$ cat src/rtl/etok_pkg.sv
package etok_pkg;

    typedef struct packed {
        logic [7:0] char_code;
        logic       last_char;
    } etok_in_t;

    typedef struct packed {
        logic [2:0]  token_kind;
        logic [31:0] token_start;
        logic [15:0] token_length;
        logic [7:0]  first_char;
        logic        last_in_run;
    } etok_out_t;

    // up to two tokens caused by one character, oldest in first
    typedef struct packed {
        logic [1:0] count;
        etok_out_t  first;
        etok_out_t  second;
    } etok_pair_t;

    typedef enum logic [1:0] {
        MODE_IDLE,
        MODE_NUMBER,
        MODE_IDENT
    } etok_mode_t;

    typedef enum logic [2:0] {
        CLS_DIGIT,
        CLS_ALPHA,
        CLS_OPERATOR,
        CLS_SPACE,
        CLS_OTHER
    } etok_class_t;

    localparam logic [2:0] KIND_NUMBER   = 3'd0;
    localparam logic [2:0] KIND_OPERATOR = 3'd1;
    localparam logic [2:0] KIND_KEYWORD  = 3'd2;
    localparam logic [2:0] KIND_IDENT    = 3'd3;
    localparam logic [2:0] KIND_UNKNOWN  = 3'd4;

    localparam logic [7:0] CHAR_DIGIT_0  = 8'h30;
    localparam logic [7:0] CHAR_DIGIT_9  = 8'h39;
    localparam logic [7:0] CHAR_LOWER_A  = 8'h61;
    localparam logic [7:0] CHAR_LOWER_Z  = 8'h7A;
    localparam logic [7:0] CHAR_UPPER_A  = 8'h41;
    localparam logic [7:0] CHAR_UPPER_Z  = 8'h5A;
    localparam logic [7:0] CHAR_PLUS     = 8'h2B;
    localparam logic [7:0] CHAR_MINUS    = 8'h2D;
    localparam logic [7:0] CHAR_STAR     = 8'h2A;
    localparam logic [7:0] CHAR_SLASH    = 8'h2F;
    localparam logic [7:0] CHAR_EQUALS   = 8'h3D;
    localparam logic [7:0] CHAR_SPACE    = 8'h20;
    localparam logic [7:0] CHAR_TAB      = 8'h09;
    localparam logic [7:0] CHAR_CR       = 8'h0D;
    localparam logic [7:0] CHAR_I        = 8'h69;
    localparam logic [7:0] CHAR_N        = 8'h6E;
    localparam logic [7:0] CHAR_T        = 8'h74;
    localparam logic [7:0] CHAR_F        = 8'h66;
    localparam logic [7:0] CHAR_L        = 8'h6C;
    localparam logic [7:0] CHAR_O        = 8'h6F;
    localparam logic [7:0] CHAR_A        = 8'h61;

    function automatic etok_class_t etok_classify(logic [7:0] c);
        etok_class_t cls;
        if (c >= CHAR_DIGIT_0 && c <= CHAR_DIGIT_9)
        begin
            cls = CLS_DIGIT;
        end
        else if ((c >= CHAR_LOWER_A && c <= CHAR_LOWER_Z) ||
                 (c >= CHAR_UPPER_A && c <= CHAR_UPPER_Z))
        begin
            cls = CLS_ALPHA;
        end
        else if (c == CHAR_PLUS || c == CHAR_MINUS || c == CHAR_STAR ||
                 c == CHAR_SLASH || c == CHAR_EQUALS)
        begin
            cls = CLS_OPERATOR;
        end
        else if (c == CHAR_SPACE || (c >= CHAR_TAB && c <= CHAR_CR))
        begin
            cls = CLS_SPACE;
        end
        else
        begin
            cls = CLS_OTHER;
        end
        return cls;
    endfunction

endpackage

$ cat src/rtl/etok_core.sv
module etok_core
    import etok_pkg::*;
#(
    parameter int POSITION_BITS = 32,
    parameter int LENGTH_BITS   = 16
)
(
    input  logic       clk,
    input  logic       rst_n,
    input  logic       step,
    input  etok_in_t   item,
    output etok_pair_t pair
);

    localparam logic [LENGTH_BITS-1:0] LEN_MAX = '1;

    etok_mode_t               mode_reg, mode_next, mode_tok;
    logic [POSITION_BITS-1:0] pos_reg, pos_next;
    logic [POSITION_BITS-1:0] start_reg, start_next;
    logic [LENGTH_BITS-1:0]   len_reg, len_next;
    logic [7:0]               first_reg, first_next;
    logic [1:0]               cand_reg, cand_next, cand_ext;

    etok_class_t cls;
    logic        cont;
    logic        emit_old;
    logic        single_valid;
    logic        final_valid;
    etok_out_t   old_tok;
    etok_out_t   single_tok;
    etok_out_t   final_tok;
    etok_out_t   second_tok;

    function automatic etok_out_t token_desc(
        etok_mode_t               mode,
        logic [POSITION_BITS-1:0] start,
        logic [LENGTH_BITS-1:0]   len,
        logic [7:0]               first,
        logic [1:0]               cand
    );
        logic [POSITION_BITS+31:0] start_ext;
        logic [LENGTH_BITS+15:0]   len_ext;
        logic                      kw;
        etok_out_t                 t;
        start_ext = {32'd0, start};
        len_ext   = {16'd0, len};
        kw = (cand[0] && len == LENGTH_BITS'(3)) || (cand[1] && len == LENGTH_BITS'(5));
        if (mode == MODE_IDENT)
        begin
            t.token_kind = kw ? KIND_KEYWORD : KIND_IDENT;
        end
        else
        begin
            t.token_kind = KIND_NUMBER;
        end
        t.token_start  = start_ext[31:0];
        t.token_length = len_ext[15:0];
        t.first_char   = first;
        t.last_in_run  = 1'b0;
        return t;
    endfunction

    always_comb
    begin
        cls  = etok_classify(item.char_code);
        cont = (mode_reg == MODE_NUMBER && cls == CLS_DIGIT) ||
               (mode_reg == MODE_IDENT && (cls == CLS_DIGIT || cls == CLS_ALPHA));
        emit_old = (mode_reg != MODE_IDLE) && !cont;
        old_tok  = token_desc(mode_reg, start_reg, len_reg, first_reg, cand_reg);

        // drop keyword candidates that the new character rules out
        cand_ext[0] = cand_reg[0] &&
                      ((len_reg == LENGTH_BITS'(1) && item.char_code == CHAR_N) ||
                       (len_reg == LENGTH_BITS'(2) && item.char_code == CHAR_T));
        cand_ext[1] = cand_reg[1] &&
                      ((len_reg == LENGTH_BITS'(1) && item.char_code == CHAR_L) ||
                       (len_reg == LENGTH_BITS'(2) && item.char_code == CHAR_O) ||
                       (len_reg == LENGTH_BITS'(3) && item.char_code == CHAR_A) ||
                       (len_reg == LENGTH_BITS'(4) && item.char_code == CHAR_T));

        mode_tok   = mode_reg;
        start_next = start_reg;
        len_next   = len_reg;
        first_next = first_reg;
        cand_next  = cand_reg;

        if (cont)
        begin
            len_next  = (len_reg != LEN_MAX) ? len_reg + LENGTH_BITS'(1) : len_reg;
            cand_next = cand_ext;
        end
        else
        begin
            case (cls)
                CLS_DIGIT:
                begin
                    mode_tok   = MODE_NUMBER;
                    start_next = pos_reg;
                    len_next   = LENGTH_BITS'(1);
                    first_next = item.char_code;
                    cand_next  = 2'b00;
                end
                CLS_ALPHA:
                begin
                    mode_tok   = MODE_IDENT;
                    start_next = pos_reg;
                    len_next   = LENGTH_BITS'(1);
                    first_next = item.char_code;
                    cand_next  = {item.char_code == CHAR_F, item.char_code == CHAR_I};
                end
                default:
                begin
                    mode_tok = MODE_IDLE;
                end
            endcase
        end

        single_valid = !cont && (cls == CLS_OPERATOR || cls == CLS_OTHER);
        single_tok = token_desc(MODE_NUMBER, pos_reg, LENGTH_BITS'(1), item.char_code, 2'b00);
        single_tok.token_kind = (cls == CLS_OPERATOR) ? KIND_OPERATOR : KIND_UNKNOWN;

        final_valid = item.last_char && (mode_tok != MODE_IDLE);
        final_tok   = token_desc(mode_tok, start_next, len_next, first_next, cand_next);

        second_tok = single_valid ? single_tok : final_tok;
        second_tok.last_in_run = 1'b1;

        pair.count  = {emit_old && (single_valid || final_valid),
                       emit_old != (single_valid || final_valid)};
        pair.first  = emit_old ? old_tok : second_tok;
        pair.first.last_in_run = !(emit_old && (single_valid || final_valid));
        pair.second = second_tok;

        if (item.last_char)
        begin
            mode_next = MODE_IDLE;
            pos_next  = '0;
        end
        else
        begin
            mode_next = mode_tok;
            pos_next  = pos_reg + POSITION_BITS'(1);
        end
    end

    always_ff @(posedge clk or negedge rst_n)
    begin
        if (!rst_n)
        begin
            mode_reg <= MODE_IDLE;
            pos_reg  <= '0;
        end
        else if (step)
        begin
            mode_reg <= mode_next;
            pos_reg  <= pos_next;
        end
    end

    always_ff @(posedge clk)
    begin
        if (step)
        begin
            start_reg <= start_next;
            len_reg   <= len_next;
            first_reg <= first_next;
            cand_reg  <= cand_next;
        end
    end

`ifndef NO_ASSERTIONS
    a_last_resets: assert property (@(posedge clk) disable iff (!rst_n)
        step && item.last_char |=> mode_reg == MODE_IDLE && pos_reg == '0)
        else $error("scan state not cleared after end of text");

    a_open_length_one: assert property (@(posedge clk) disable iff (!rst_n)
        step && !cont && !item.last_char && (cls == CLS_DIGIT || cls == CLS_ALPHA)
        |=> len_reg == LENGTH_BITS'(1))
        else $error("new token does not start at length one");

    a_mode_legal: assert property (@(posedge clk) disable iff (!rst_n)
        mode_reg == MODE_IDLE || mode_reg == MODE_NUMBER || mode_reg == MODE_IDENT)
        else $error("scan mode out of range");
`endif

endmodule

$ cat src/rtl/expression_tokenizer.sv
// Streaming tokenizer for simple arithmetic expressions.
// Input channel (char_valid/char_ready/char_item): one character per transfer,
// with last_char set on the final character of a text.
// Output channel (token_valid/token_ready/token_item): token descriptors with
// kind, start offset, length and first character; last_in_run marks the last
// token caused by one character.
// A character causes zero, one or two tokens. Numbers and identifiers are
// reported when the next character cannot extend them or when the text ends.
// A token caused by a character passes the input stage register and then the
// token queue before it is offered.
// Throughput: one character per cycle while the output keeps up; a character
// that causes two tokens needs two output transfers.
// A four-entry token queue sits behind the scanner, so characters keep being
// taken while tokens wait; the scanner stalls once the queue has fewer than two free
// entries. A stalled receiver holds the current token and its payload stable.
// Reset clears the scanner to idle at position zero and empties the queue.
module expression_tokenizer
    import etok_pkg::*;
#(
    parameter int POSITION_BITS = 32,
    parameter int LENGTH_BITS   = 16
)
(
    input  logic      clk,
    input  logic      rst_n,
    input  logic      char_valid,
    output logic      char_ready,
    input  etok_in_t  char_item,
    output logic      token_valid,
    input  logic      token_ready,
    output etok_out_t token_item
);

    logic       a_valid_reg, a_valid_next;
    etok_in_t   a_item_reg;
    etok_out_t  q_reg [4];
    logic [1:0] head_reg, head_next;
    logic [2:0] count_reg, count_next;
    logic [1:0] tail;
    logic [1:0] tail_plus;
    logic       step;
    logic       accept;
    logic       pop;
    etok_pair_t pair;

    etok_core #(
        .POSITION_BITS (POSITION_BITS),
        .LENGTH_BITS   (LENGTH_BITS)
    ) u_core (
        .clk   (clk),
        .rst_n (rst_n),
        .step  (step),
        .item  (a_item_reg),
        .pair  (pair)
    );

    always_comb
    begin
        step        = a_valid_reg && (count_reg <= 3'd2);
        char_ready  = !a_valid_reg || step;
        accept      = char_valid && char_ready;
        token_valid = (count_reg != 3'd0);
        token_item  = q_reg[head_reg];
        pop         = token_valid && token_ready;
        tail        = head_reg + count_reg[1:0];
        tail_plus   = tail + 2'd1;
        head_next   = head_reg + {1'b0, pop};
        count_next  = count_reg - {2'b00, pop} + (step ? {1'b0, pair.count} : 3'd0);
        if (accept)
        begin
            a_valid_next = 1'b1;
        end
        else if (step)
        begin
            a_valid_next = 1'b0;
        end
        else
        begin
            a_valid_next = a_valid_reg;
        end
    end

    always_ff @(posedge clk or negedge rst_n)
    begin
        if (!rst_n)
        begin
            a_valid_reg <= 1'b0;
            head_reg    <= 2'd0;
            count_reg   <= 3'd0;
        end
        else
        begin
            a_valid_reg <= a_valid_next;
            head_reg    <= head_next;
            count_reg   <= count_next;
        end
    end

    always_ff @(posedge clk)
    begin
        if (accept)
        begin
            a_item_reg <= char_item;
        end
        if (step && pair.count != 2'd0)
        begin
            q_reg[tail] <= pair.first;
        end
        if (step && pair.count == 2'd2)
        begin
            q_reg[tail_plus] <= pair.second;
        end
    end

`ifndef NO_ASSERTIONS
    a_queue_bound: assert property (@(posedge clk) disable iff (!rst_n)
        count_reg <= 3'd4)
        else $error("token queue overflow");

    a_pair_order: assert property (@(posedge clk) disable iff (!rst_n)
        step && pair.count == 2'd2 |-> !pair.first.last_in_run && pair.second.last_in_run)
        else $error("last_in_run misplaced in token pair");

    a_single_marked: assert property (@(posedge clk) disable iff (!rst_n)
        step && pair.count == 2'd1 |-> pair.first.last_in_run)
        else $error("single token not marked last in run");

    a_stage_drains: assert property (@(posedge clk) disable iff (!rst_n)
        step && !accept |=> !a_valid_reg)
        else $error("input stage kept a consumed character");
`endif

endmodule

$ cat config.mk
export PLATFORM = sky130hd
export DESIGN_NAME = expression_tokenizer
export DESIGN_NICKNAME = d
export VERILOG_FILES = /design/src/rtl/etok_pkg.sv /design/src/rtl/etok_core.sv /design/src/rtl/expression_tokenizer.sv
export SDC_FILE = /design/constraint.sdc
export NUM_CORES = 1
export LEC_CHECK = 0
export BUFFER_PORTS_ARGS = -buffer_cell sky130_fd_sc_hd__buf_2
export CAP_MARGIN = 10
export CELL_PAD_IN_SITES_DETAIL_PLACEMENT = 0
export CELL_PAD_IN_SITES_GLOBAL_PLACEMENT = 2
export CORE_MARGIN = 3
export CORE_UTILIZATION = 25
export CTS_CLUSTER_DIAMETER = 30
export DETAILED_ROUTE_END_ITERATION = 8
export PLACE_DENSITY_LB_ADDON = 0.12
export SKIP_CTS_REPAIR_TIMING = 1
export SLEW_MARGIN = 40
export SYNTH_ARGS = -nofsm -noshare
export SYNTH_HDL_FRONTEND = slang
export SYNTH_HIERARCHICAL = 1
export SYNTH_SLANG_ARGS = --single-unit
$ cat constraint.sdc
create_clock -name clk -period 8 [get_ports clk]
set_input_delay 0.4 -clock clk [delete_from_list [all_inputs] [get_ports clk]]
set_output_delay 0.4 -clock clk [all_outputs]
set_load 0.02 [all_outputs]
==> results of run 1 <==
worst max path at each step:
stage / slack [ns] / depth (start not counted) / end
finish: 2.85 / 12 / q_reg[3][32]
global route: 2.49 / 12 / q_reg[3][32]
CTS: 2.73 / 12 / q_reg[3][32]
detailed placement: 2.76 / 12 / q_reg[3][30]
global placement: 2.60 / 11 / q_reg[3][30]
floorplan: 0.56 / 10 / q_reg[1][0]
metrics by stage:
stage          total power, mW  hold WS [ns]  worst slack, ns  instances
4_1_cts                  11.99       -0.1192            2.726       2436
6_report                 11.74        0.2546            2.855       2447
3_5_place_dp             7.939        0.4909            2.759       2243
5_1_grt                  12.46        0.2500            2.486       2447
3_3_place_gp             7.908        0.4867            2.600       2240
2_1_floorplan            6.508        0.1044           0.5633       1261
layout by cell type (no fill, tap or decap), types with 11 or more instances in the layout:
master and instances:
edfxtp_1 307, mux2_1 11, mux2_2 352, dlygate4sd3_1 11, mux4_2 60, clkinv_1 15
xnor2_1 11, xor2_1 21, buf_4 20, buf_2 74, a21oi_1 15, nand2_1 60
o21ai_0 26, clkinv_2 25, nor3_1 12, inv_1 19, nand3_1 23, ha_1 11
dfrtp_1 38, and2_1 14, clkbuf_1 26, nor2_1 59, clkbuf_16 106, nand4_1 16
power groups by stage:
stage                     registers, mW  logic, mW  clock network [mW]
final                              3.44       4.36                3.94
after global routing               3.53       4.79                4.14
after CTS                          3.46       4.49                4.04
after detailed placement           3.48       4.46                   0
after global placement             3.47       4.43                   0
after floorplan                    3.29       3.22                   0
final cells by class:
cell class	instances	area, µm²	share of cell area, %
sequential	347	10230	43.20
multi-input combinational	816	8015	33.86
clock buffer	140	2860	12.08
tap	959	1200	5.069
timing repair buffer	111	739.5	3.124
clock inverter	53	550.5	2.326
inverter	21	80.08	0.3383
routing by layer:
layer	share of wire, %	vias up	routed length, µm	GRT usage (%)
li1	-	5270	-	-
met1	48	5848	25960	19.28
met2	47	189	25090	22.32
met3	3.3	84	1767	2.475
met4	2.0	0	1073	4.808
met5	0	-	0	0
critical path, stage by stage, from the launching register on:
cell	delay (ns)
edfxtp_1	0.56
o21ai_1	0.46
and2_4	0.27
a21o_1	0.27
nand2_1	0.31
o21ai_4	0.15
clkinv_1	0.42
ha_1	0.53
nor3b_1	0.43
nand4_4	0.46
buf_12	0.35
buf_4	0.29
mux2_1	0.36
logic make-up after synthesis:
family | Yosys count | share of synthesized area, %
compound gates | 95 | 3.498
xor+xnor | 34 | 1.759
fa+ha+maj | 12 | 0.8460
buf+inv | 98 | 2.598
flops | 347 | 54.84
mux | 425 | 29.29
other cells | 1 | 0.02012
simple gates | 249 | 7.144
==> results.cfg, run 1 <==
[logic_synthesis]
synth.distinct_cells = 81
ys.warnings.count = 6
synth_commonest_cells = mux2_2 (352), edfxtp_1 (307), nand2_1 (61)
synth_flop_cell = edfxtp_1
yosys.area.top_type = edfxtp_1
synth_edf_count = 307
synth.cell_area_mm2 = 0.01864
syn_avg_cell_area_um2 = 14.78
async_flop_share_pct = 11.53
synth_top_cell_area_share_pct = 49.47
synth_area_leaders = edfxtp_1 (49%), mux2_2 (21%), mux4_2 (7.3%)
synthCells = 1261
synth-seq-cells = 347
post-synth-top-count-cell = mux2_2
ys_seq_area_share_pct = 54.84
syn_nets = 1286

[power]
p_int_mw = 7.752
seq_power_share_pct = 29.3
cellPowerDensity_mw_per_mm2 = 495.9
ir_worst_vdd_mv = 0.2436
clkPwrFrac_pct = 33.5
p_leak_nw = 8.683
p_switching_mw = 3.986
swShare_pct = 33.96
combPwrFrac_pct = 37.1

[sta]
relSlewSlack_pct = 47.70
tightestPinTransition_ns = 0.7846
period_share_pct = 64.32
setup_tns_ns = 0
fin_skew_ns = 0.02016
max_freq_mhz = 194.3
slew_violations = 0
period_needed_ns = 5.145
rsz0062_at_grt = false
hold_violations = 0
setup_viol = 0

[die]
fp.dieW_um = 279.0
core_area_mm2 = 0.07345
pin_count = 75
start_util_pct = 25.37
die_h_um = 279.0
rows = 99
dieArea_mm2 = 0.07785

[worst_setup_path]
start_kind = register
rr_startpoint = a_item_reg[2]
cp-end-kind = register
reg2reg_depth = 12
reg2reg_slack_ns = 2.85
path_max_fanout = 28
crit_path_start = a_item_reg[2]
cp.arrival_ns = 5.50
r2r_end = q_reg[3][32]
crit_type = register to register
required_ns = 8.35

[finish]
nets = 1426
final_area_mm2 = 0.02367
syn_to_final_growth_pct = 27.03
largest_register_ffs = 240
postLayoutCoreUtil_pct = 32.23
fillers = 7253
antenna_cells = 0
drive_above_1_share_pct = 46.84

[clocking]
clock_path_buffers = 3
cts_tree = built
h-tree-depth = 3
cts_buffers = 104
path_clk_slew_ns = 0.04
cts_sinks = 347
root_buffer = clkbuf_16
clk_latency_ns = 0.63

[grt]
grt_max_degree = 58
grt.overflow.total = 0
antenna_found_initial = 0
grt_pass1_wl_um = 81950
grt_pass1_vias = 12390
track_usage_pct = 14.01

[routing]
routed_via_density = 4.655
avgRoutedWirePerCell_um = 22.03
ant_nets = 0
wl_um = 53900
firstDrtPassIters = 5
drcViolationCount = 0
vias = 11390
drt_first_iter_violations = 529

[hold_path]
hold_start = token_ready
hold_path_end = head_reg[0]
hold_path.class = input pin to register
worstHoldPathCells = 3

[outcome]
status = finished clean

[place]
hpwl_um = 33400
place_congestion = 0.7499
io_buffers = 74
placed_area_mm2 = 0.02015

[job]
drv_cap = 0
Power figures use the tool's default switching activity.
==> inputs of run 2 (changes only) <==
Clock period 8 ns to 5 ns, I/O delays scaled along.
==> run 2 against run 1 <==
- combinational power is 63% higher
- clock skew is 0.014 ns higher
- register-to-register slack worse by 2.1 ns
- largest cell class unchanged
- setup slack worse by 2.1 ns
- worst hold slack worse by 0.11 ns
- die area stayed put
==> results.cfg, run 2 (synthesis gave the netlist of run 1 again) <==
[worst_setup_path]
path_max_fanout = 24
reg2reg_depth = 11
crit_type = register to register
crit_path_start = a_item_reg[2]
reg2reg_slack_ns = 0.72
cp_cell_sequence = a21oi_1 > o2bb2ai_2 > o21ai_2 > nand2_1 > o21ai_4 > clkinv_1 > ha_1 > nor3b_1 > nand4_1 > buf_4 > mux2_2
slowest_delay_ns = 0.66
cp-end-kind = register
r2r_end = q_reg[1][58]
cp.arrival_ns = 4.63
required_ns = 5.35
start_kind = register
cp-endpoint = q_reg[1][58]
slowest_stage = o21ai_2
rr_startpoint = a_item_reg[2]

[die]
die_h_um = 279.0
dieArea_mm2 = 0.07785
fp.dieW_um = 279.0
core_area_mm2 = 0.07345
rows = 99
pin_count = 75
start_util_pct = 25.37

[place]
place_congestion = 0.7476
io_buffers = 74
placed_area_mm2 = 0.02021
dp_cells = 2247
hpwl_um = 32350

[finish]
final_cell_mix = mux2_2 (352), edfxtp_1 (307), clkbuf_16 (106), buf_2 (74)
layoutNonFillerInstCount = 2460
multi_input_area_mm2 = 0.008006
drive_above_1_share_pct = 47.40
nets = 1432
fillers = 7229
regArea_mm2 = 0.01023
final_area_mm2 = 0.02390
layout_commonest_cell = mux2_2
syn_to_final_growth_pct = 28.23
largest_register_ffs = 240

[power]
total_power_mw = 19.20
p_leak_nw = 8.783
ir_worst_vdd_mv = 0.3136
cellPowerDensity_mw_per_mm2 = 803.5

[sta]
max_freq_mhz = 233.8
period_share_pct = 85.54
hold_violations = 0
slew_violations = 0
fin_skew_ns = 0.03394
relSlewSlack_pct = 43.18
setup_viol = 0
finalHoldWorstSlack_ns = 0.1476
rsz0062_at_grt = false
tightestPinTransition_ns = 0.8523
setup_tns_ns = 0
period_needed_ns = 4.277

[clocking]
path_clk_slew_ns = 0.04
cts_buffers = 106
clock_path_buffers = 3
cts_tree = built
h-tree-depth = 3
clk_latency_ns = 0.63
cts_sinks = 347
root_buffer = clkbuf_16

[job]
drv_cap = 0

[routing]
drt_first_iter_violations = 577
avgRoutedWirePerCell_um = 22.57
firstDrtPassIters = 4
ant_nets = 0
vias = 11470
wl_um = 55530
drcViolationCount = 0
routed_via_density = 4.663

[hold_path]
hold_path.class = input pin to register
hold_start = token_ready

[grt]
grt.overflow.total = 0
grt_max_degree = 58
antenna_found_initial = 1
grt_pass1_vias = 12670
track_usage_pct = 14.50
grt_pass1_wl_um = 84310

[outcome]
status = finished clean
run 2: cell count changes in the layout (fill, tap and decap cells not counted), moves of 5 or more:
| cell | previous run | this run |
|---|---|---|
| buf_12 | 1 | 7 |
| bufinv_16 | 10 | 15 |
| clkbuf_1 | 26 | 16 |
| clkbuf_8 | 8 | 2 |
| clkinv_1 | 15 | 23 |
| clkinv_2 | 25 | 31 |
run 2: where the power goes:
| part | internal [mW] | total [mW] | switching, mW |
|---|---|---|---|
| clock | 4.64 | 6.58 | 1.94 |
| combinational | 3.11 | 7.12 | 4.01 |
| sequential | 4.90 | 5.50 | 0.600 |
| total | 12.6 | 19.2 | 6.55 |
run 2: area by class of cell:
class	instances	area share, %
diodes	1	0.01047
inverters	21	0.3299
multi-input cells	816	33.51
flip-flops and latches	347	42.80
well taps	959	5.021
clock buffers	124	11.47
clock inverters	77	3.482
repair buffers	115	3.383
run 2: routing by layer:
metal  GRT usage (%)  share of wire (%)  up-vias  wire (µm)
li1                -                  -     5284          -
met3           2.910                3.9      107       2164
met5               0                  0        -          0
met1           19.42                 47     5868      26020
met4           5.441                2.6        0       1437
met2           23.25                 47      211      25910
run 2: worst min-delay path by stage:
stage / depth (start not counted) / to / slack [ns]
2_1_floorplan: 0 / a_valid_reg / -0.05
3_3_place_gp: 2 / u_core/pos_reg[10] / 0.41
3_5_place_dp: 2 / u_core/pos_reg[10] / 0.42
4_1_cts: 2 / u_core/pos_reg[13] / -0.28
5_1_grt: 3 / head_reg[0] / 0.15
6_report: 3 / head_reg[0] / 0.15
run 2: per-stage QoR:
stage          worst slack (ns)  utilization, %
6_report                 0.7230           32.53
5_1_grt                  0.3973           32.53
3_5_place_dp             0.6327           27.51
2_1_floorplan           -0.4681               -
4_1_cts                  0.6182           32.37
3_3_place_gp             0.7494           27.49
run 2: worst max-delay path, delay by kind of cell, from the launching register on:
family          cells  cell delay, ns
buf+inv             2            0.44
flops               1            0.57
fa+ha+maj           1            0.36
compound gates      4            1.19
mux                 1            0.33
simple gates        3            1.08
